**src/rtl/tdc_pkg.sv**
```systemverilog
// Types, constants and key decoding shared by the time-of-day clock modules.
`default_nettype none

package tdc_pkg;

    localparam int ENTRY_W = 4;
    localparam int POS_W   = 3;
    localparam int KEY_W   = 8;

    // Widths of the six time digits.
    localparam int HT_W = 2;
    localparam int HU_W = 4;
    localparam int MT_W = 3;
    localparam int MU_W = 4;
    localparam int ST_W = 3;
    localparam int SU_W = 4;

    localparam logic [KEY_W-1:0] ASCII_ZERO = 8'd48;
    localparam logic [KEY_W-1:0] ASCII_NINE = 8'd57;
    localparam logic [KEY_W-1:0] KEY_START  = 8'd49;

    localparam logic [POS_W-1:0] LAST_DIGIT_POS = 3'd5;

    typedef enum logic [2:0] {
        ST_NONE   = 3'd0,
        ST_ENTRY  = 3'd1,
        ST_DIGIT  = 3'd2,
        ST_SET    = 3'd3,
        ST_REJECT = 3'd4,
        ST_WRONG  = 3'd5
    } status_t;

    typedef struct packed {
        logic shift;
        logic load;
    } cell_ctl_t;

    function automatic logic is_digit_key(input logic [KEY_W-1:0] k);
        return (k >= ASCII_ZERO) && (k <= ASCII_NINE);
    endfunction

    // Keys that are rejected as a menu choice while the clock is running.
    function automatic logic is_wrong_key(input logic [KEY_W-1:0] k);
        return (k == ASCII_ZERO) || ((k >= 8'd50) && (k <= ASCII_NINE)) ||
               (k == 8'd35) || (k == 8'd61) || (k == 8'd43) ||
               (k == 8'd45) || (k == 8'd42) || (k == 8'd47);
    endfunction

endpackage

`default_nettype wire

```
**src/rtl/tdc_digit_cell.sv**
```systemverilog
// One BCD digit of the clock: a rolling counter plus one stage of the entry shift line.
`default_nettype none

module tdc_digit_cell #(
    parameter int DIGIT_W = tdc_pkg::ENTRY_W
) (
    input  wire                          aclk,
    input  wire                          aresetn,
    input  tdc_pkg::cell_ctl_t           ctl,
    input  wire                          carry_in,
    input  wire [DIGIT_W-1:0]            last_value,
    input  wire [tdc_pkg::ENTRY_W-1:0]   entry_in,
    output logic [tdc_pkg::ENTRY_W-1:0]  entry_out,
    output logic [DIGIT_W-1:0]           count_q,
    output logic [DIGIT_W-1:0]           count_d,
    output logic                         carry_out
);

    logic [DIGIT_W-1:0]          count_reg;
    logic [DIGIT_W-1:0]          count_next;
    logic [tdc_pkg::ENTRY_W-1:0] entry_reg;
    logic [tdc_pkg::ENTRY_W-1:0] entry_next;
    logic                        roll;

    assign roll = carry_in && (count_reg == last_value);

    always_comb begin
        entry_next = ctl.shift ? entry_in : entry_reg;
        if (ctl.load) begin
            // The digit loaded is the one shifting in with the final key.
            count_next = entry_in[DIGIT_W-1:0];
        end else if (carry_in) begin
            count_next = roll ? '0 : count_reg + DIGIT_W'(1);
        end else begin
            count_next = count_reg;
        end
    end

    always_ff @(posedge aclk) begin
        if (!aresetn) begin
            count_reg <= '0;
        end else begin
            count_reg <= count_next;
        end
    end

    always_ff @(posedge aclk) begin
        entry_reg <= entry_next;
    end

    assign entry_out = entry_reg;
    assign count_q   = count_reg;
    assign count_d   = count_next;
    assign carry_out = roll;

endmodule

`default_nettype wire

```
**src/rtl/tdc_ctrl.sv**
```systemverilog
// Request decoder and time-entry sequencer of the clock.
`default_nettype none

module tdc_ctrl (
    input  wire                             aclk,
    input  wire                             aresetn,
    input  wire                             accept,
    input  wire                             cmd,
    input  wire [tdc_pkg::KEY_W-1:0]        key,
    input  wire                             entry_ok,
    output tdc_pkg::cell_ctl_t              ctl,
    output logic                            tick,
    output tdc_pkg::status_t                status_d,
    output logic [tdc_pkg::POS_W-1:0]       position_d
);

    logic                      entering_reg;
    logic                      entering_next;
    logic [tdc_pkg::POS_W-1:0] taken_reg;
    logic [tdc_pkg::POS_W-1:0] taken_next;
    logic                      key_idle;
    logic                      start;
    logic                      wrong;
    logic                      take;
    logic                      last;

    assign key_idle = accept && cmd && !entering_reg;
    assign tick     = accept && !cmd && !entering_reg;
    assign start    = key_idle && (key == tdc_pkg::KEY_START);
    assign wrong    = key_idle && tdc_pkg::is_wrong_key(key);
    assign take     = accept && cmd && entering_reg && tdc_pkg::is_digit_key(key);
    assign last     = take && (taken_reg == tdc_pkg::LAST_DIGIT_POS);

    always_comb begin
        entering_next = entering_reg;
        taken_next    = taken_reg;
        status_d      = tdc_pkg::ST_NONE;
        if (start) begin
            entering_next = 1'b1;
            taken_next    = '0;
            status_d      = tdc_pkg::ST_ENTRY;
        end else if (wrong) begin
            status_d = tdc_pkg::ST_WRONG;
        end else if (last) begin
            entering_next = 1'b0;
            taken_next    = '0;
            status_d      = entry_ok ? tdc_pkg::ST_SET : tdc_pkg::ST_REJECT;
        end else if (take) begin
            // A count past the last position restarts at the first digit.
            taken_next = (taken_reg > tdc_pkg::LAST_DIGIT_POS) ?
                         tdc_pkg::POS_W'(1) : taken_reg + tdc_pkg::POS_W'(1);
            status_d   = tdc_pkg::ST_DIGIT;
        end
    end

    always_ff @(posedge aclk) begin
        if (!aresetn) begin
            entering_reg <= 1'b0;
            taken_reg    <= '0;
        end else begin
            entering_reg <= entering_next;
            taken_reg    <= taken_next;
        end
    end

    assign ctl.shift  = take;
    assign ctl.load   = last && entry_ok;
    assign position_d = entering_next ? taken_next : '0;

endmodule

`default_nettype wire

```
**src/rtl/time_of_day_clock_with_keypad_set.sv**
```systemverilog
// Top level of the 24-hour time-of-day clock with keypad time entry.
`default_nettype none

// Takes one request per clock while s_tready is high: a one-second tick or a key code. Every request
// gives exactly one registered result, in the cycle after it is accepted, holding the time
// as six BCD digits, the entry position and a status. The time sits in a
// row of six digit cells whose carries ripple from seconds to hours; the same
// cells form the shift line that collects the six entered digits, and the
// final digit loads all six at once when the entry is valid. A single output
// register parts the two sides, so s_tready stays high as long as the result
// in it is taken in the same cycle or the register is empty.
module time_of_day_clock_with_keypad_set (
    input  wire         aclk,
    input  wire         aresetn,
    input  wire         s_tvalid,
    output logic        s_tready,
    input  wire  [7:0]  s_tdata,   // [7:0] key_code
    input  wire  [0:0]  s_tuser,   // [0] cmd
    output logic        m_tvalid,
    input  wire         m_tready,
    // [1:0] hour_tens, [5:2] hour_units, [8:6] minute_tens, [12:9] minute_units,
    // [15:13] second_tens, [19:16] second_units, [22:20] entry_position, [23] zero
    output logic [23:0] m_tdata,
    output logic [2:0]  m_tuser    // [2:0] status
);

    localparam int ENTRY_W = tdc_pkg::ENTRY_W;

    logic                      accept;
    tdc_pkg::cell_ctl_t        ctl;
    logic                      tick;
    tdc_pkg::status_t          status_d;
    logic [tdc_pkg::POS_W-1:0] position_d;
    logic                      entry_ok;

    logic [ENTRY_W-1:0] su_e, st_e, mu_e, mt_e, hu_e;
    logic [tdc_pkg::SU_W-1:0] su_d;
    logic [tdc_pkg::ST_W-1:0] st_d;
    logic [tdc_pkg::MU_W-1:0] mu_d;
    logic [tdc_pkg::MT_W-1:0] mt_d;
    logic [tdc_pkg::HU_W-1:0] hu_d;
    logic [tdc_pkg::HT_W-1:0] ht_q, ht_d;
    logic su_c, st_c, mu_c, mt_c, hu_c;
    logic [tdc_pkg::HU_W-1:0] hu_last;

    logic        m_tvalid_reg, m_tvalid_next;
    logic [23:0] m_tdata_reg;
    logic [2:0]  m_tuser_reg;

    assign s_tready = !m_tvalid_reg || m_tready;
    assign accept   = s_tvalid && s_tready;

    // Entry digits as they stand before the final shift: hour tens in the hour-units
    // cell, hour units in the minute-tens cell, minute and second tens in the unit cells.
    assign entry_ok = !((hu_e > 4'd2) || ((hu_e == 4'd2) && (mt_e > 4'd3)) ||
                        (mu_e > 4'd5) || (su_e > 4'd5));

    tdc_ctrl u_ctrl (
        .aclk       (aclk),
        .aresetn    (aresetn),
        .accept     (accept),
        .cmd        (s_tuser[0]),
        .key        (s_tdata),
        .entry_ok   (entry_ok),
        .ctl        (ctl),
        .tick       (tick),
        .status_d   (status_d),
        .position_d (position_d)
    );

    tdc_digit_cell #(.DIGIT_W(tdc_pkg::SU_W)) u_su (
        .aclk (aclk), .aresetn (aresetn), .ctl (ctl),
        .carry_in (tick), .last_value (4'd9),
        .entry_in (s_tdata[ENTRY_W-1:0]), .entry_out (su_e),
        .count_q (), .count_d (su_d), .carry_out (su_c)
    );

    tdc_digit_cell #(.DIGIT_W(tdc_pkg::ST_W)) u_st (
        .aclk (aclk), .aresetn (aresetn), .ctl (ctl),
        .carry_in (su_c), .last_value (3'd5),
        .entry_in (su_e), .entry_out (st_e),
        .count_q (), .count_d (st_d), .carry_out (st_c)
    );

    tdc_digit_cell #(.DIGIT_W(tdc_pkg::MU_W)) u_mu (
        .aclk (aclk), .aresetn (aresetn), .ctl (ctl),
        .carry_in (st_c), .last_value (4'd9),
        .entry_in (st_e), .entry_out (mu_e),
        .count_q (), .count_d (mu_d), .carry_out (mu_c)
    );

    tdc_digit_cell #(.DIGIT_W(tdc_pkg::MT_W)) u_mt (
        .aclk (aclk), .aresetn (aresetn), .ctl (ctl),
        .carry_in (mu_c), .last_value (3'd5),
        .entry_in (mu_e), .entry_out (mt_e),
        .count_q (), .count_d (mt_d), .carry_out (mt_c)
    );

    // Hour units roll over at 3 in the twenties so that 23 wraps to 00.
    assign hu_last = (ht_q == 2'd2) ? 4'd3 : 4'd9;

    tdc_digit_cell #(.DIGIT_W(tdc_pkg::HU_W)) u_hu (
        .aclk (aclk), .aresetn (aresetn), .ctl (ctl),
        .carry_in (mt_c), .last_value (hu_last),
        .entry_in (mt_e), .entry_out (hu_e),
        .count_q (), .count_d (hu_d), .carry_out (hu_c)
    );

    tdc_digit_cell #(.DIGIT_W(tdc_pkg::HT_W)) u_ht (
        .aclk (aclk), .aresetn (aresetn), .ctl (ctl),
        .carry_in (hu_c), .last_value (2'd2),
        .entry_in (hu_e), .entry_out (),
        .count_q (ht_q), .count_d (ht_d), .carry_out ()
    );

    always_comb begin
        m_tvalid_next = m_tvalid_reg;
        if (accept) begin
            m_tvalid_next = 1'b1;
        end else if (m_tready) begin
            m_tvalid_next = 1'b0;
        end
    end

    always_ff @(posedge aclk) begin
        if (!aresetn) begin
            m_tvalid_reg <= 1'b0;
        end else begin
            m_tvalid_reg <= m_tvalid_next;
        end
    end

    always_ff @(posedge aclk) begin
        if (accept) begin
            m_tdata_reg <= {1'b0, position_d, su_d, st_d, mu_d, mt_d, hu_d, ht_d};
            m_tuser_reg <= status_d;
        end
    end

    assign m_tvalid = m_tvalid_reg;
    assign m_tdata  = m_tdata_reg;
    assign m_tuser  = m_tuser_reg;

endmodule

`default_nettype wire

```
**config.mk**
```make
export PLATFORM = sky130hd
export DESIGN_NAME = time_of_day_clock_with_keypad_set
export DESIGN_NICKNAME = d
export VERILOG_FILES = /design/src/rtl/tdc_pkg.sv /design/src/rtl/tdc_digit_cell.sv /design/src/rtl/tdc_ctrl.sv /design/src/rtl/time_of_day_clock_with_keypad_set.sv
export SDC_FILE = /design/constraint.sdc
export NUM_CORES = 1
export LEC_CHECK = 0
export BUFFER_PORTS_ARGS = -buffer_cell sky130_fd_sc_hd__buf_2
export CORE_ASPECT_RATIO = 1.4
export CORE_MARGIN = 2
export CORE_UTILIZATION = 44
export CTS_BUF_LIST = sky130_fd_sc_hd__clkbuf_8
export DETAILED_ROUTE_END_ITERATION = 6
export PLACE_DENSITY_LB_ADDON = 0.1
export SLEW_MARGIN = 20
export SYNTH_ARGS = -nofsm -noshare
export SYNTH_HDL_FRONTEND = slang
export SYNTH_HIERARCHICAL = 1
export SYNTH_SLANG_ARGS = --single-unit
```
**constraint.sdc**
```tcl
create_clock -name aclk -period 6.4 [get_ports aclk]
set_input_delay 0.64 -clock aclk [delete_from_list [all_inputs] [get_ports aclk]]
set_output_delay 0.64 -clock aclk [all_outputs]
set_load 0.02 [all_outputs]
```
==> out/summary.txt <==
status - finished, final reports clean
clk_lat worst skew - 0.35 ns
setup TNS - 0 ns
Reg clk slew, reported paths - 0.07 ns
Design Area, Final - 0.00431 mm2
power per cell area - 217 mW/mm2
Mapped Area - 0.00369 mm2
final RePlAce weighted congestion - 0.865
fin crit share - 73.2%
area of placed instances - 0.00408 mm2
worst min-delay path category - flip-flop to flip-flop
die width - 81.4 um
Worst IR Drop VDD - 99.3 uV
Post-CTS Resized - 0
Synth Instances - 311
die area - 0.00914 mm2
Worst Tran Pin Value - 0.738 ns
DP Cell Count - 475
Setup CP Type - input port to flip-flop
WHS - 0.452 ns
pin count of the biggest net entering global routing - 44
Peak Freq - 213 MHz
Critical Path End Type - flip-flop
CP required - 6.58 ns
hold_buf cts - 0
max-slew violations - 0
P_leak - 1.63 nW
Tot Pwr - 937 uW
initial core utilization - 45.3%
first-pass GRT wire length - 11500 um
skew final - 0.00996 ns
std cell rows - 39
pre-CTS WS - 1.37 ns
Max stage delay cell, worst path - nor2_1
worst-path fanout max - 28
antenna viol nets, final - 0
Synthesis Warnings - 6
post-CTS setup repair buffer count - 0
Placeable Area - 0.00815 mm2
max_cap viols - 0
antenna violations before repair - 0
layout net count - 405
headroom to the max-slew limit - 50.7%
maximum clock path buffer count - 2
Ant. Diodes - 0
layout cell share with drive strength beyond 1 - 22.8%
DR iter-0 viols - 96
port buffer count - 40
DRC viols - 0
Overall Global Routing Usage - 17.1%
die height - 112 um
RSZ-0062 raised after global routing - no
Remaining Overflow, GRT - 0
Wirelength per Cell - 14.4 um
# IOs - 42
number of vias per cell - 5.07
max reg flops - 23
CTS tree - built
vias in the first global route - 2519
Final Core Density - 52.9%
syn avg cell area - 11.9 um2
Final Non-Filler Cells - 492
CP cell instances - buf_2 > nand2b_1 > and2_1 > buf_4 > nand2b_1 > nor2_1 > nand2_1 > nor2_1 > inv_1 > nor4_2 > nand2_1 > nor2_1 > inv_1 > nor4_2 > buf_4 > nand2_1 > nor2_1 > nand2_1 > a32o_1 > o31ai_1
worst path arrival time - 4.87 ns
hold violation total from the final report - 0
via count - 2492
P&R area growth vs syn - 17.0%
final setup fails - 0
DRT Pass-1 Iters - 4
Num CTS Buffers - 9
Final WS setup - 1.71 ns
DP HPWL - 5120 um
clk root buf - clkbuf_8
CTS Sinks - 71
Worst Setup Start Kind - input port
max incr delay on CP - 0.50 ns
CTS H-tree lvls - 3
Post-Route WL - 7100 um
Final min period - 4.69 ns
[where the power goes]
| part | total [mW] | internal, mW | leakage [nW] | switching (mW) |
|---|---|---|---|---|
| Clock | 0.374 | 0.213 | 0.111 | 0.161 |
| Combinational | 0.0646 | 0.0221 | 0.878 | 0.0426 |
| Sequential | 0.498 | 0.495 | 0.643 | 0.00340 |
| Total | 0.937 | 0.730 | 1.63 | 0.207 |
[worst paths after layout]
| kind | endpoint | slack [ns] | start | cells after the start |
|---|---|---|---|---|
| max | m_tdata[1] | 1.71 | m_tready | 20 |
| min | u_hu/entry_out[1] | 0.45 | u_mt/entry_out[1] | 0 |
| max reg2reg | m_tdata[1] | 1.79 | m_tvalid | 19 |
| min reg2reg | u_hu/entry_out[1] | 0.45 | u_mt/entry_out[1] | 0 |
[final cells by class]
type | count | area (um2)
clock inverters | 7 | 80.1
inverters | 18 | 67.6
clock buffers | 9 | 124
well taps | 102 | 128
fillers | 733 | 3830
flip-flops and latches | 71 | 1880
multi-input cells | 241 | 1780
repair buffers | 44 | 250
[metal layers]
metal  track usage (%)  up-vias  wire length (um)
li1                  -     1261                 -
met1              17.7     1175              2790
met2              31.1       42              3910
met3              3.30       14               204
met4              9.49        0               200
met5                 0        -                 0
[worst max-delay path, delay by kind of cell]
family / cells / cell delay [ns]
AND/OR/NAND/NOR: 13 / 2.90
buffers and inverters: 5 / 0.89
AO/OA/AOI/OAI: 2 / 0.42
[layout by cell type (no fill, tap or decap), drive strengths merged, types with 5 or more instances in the layout]
cell    count
xor2       11
mux2i      13
and2        7
nor3        5
o31ai       9
conb       30
nand2b     10
xnor2      18
nor4        7
edfxtp     46
ha          7
inv        20
a21oi      15
a31oi       5
buf        44
nand2      14
nor2       23
nand3       8
clkbuf      9
dfxtp      25
nor3b       7
(Power assumes the default switching activity.)
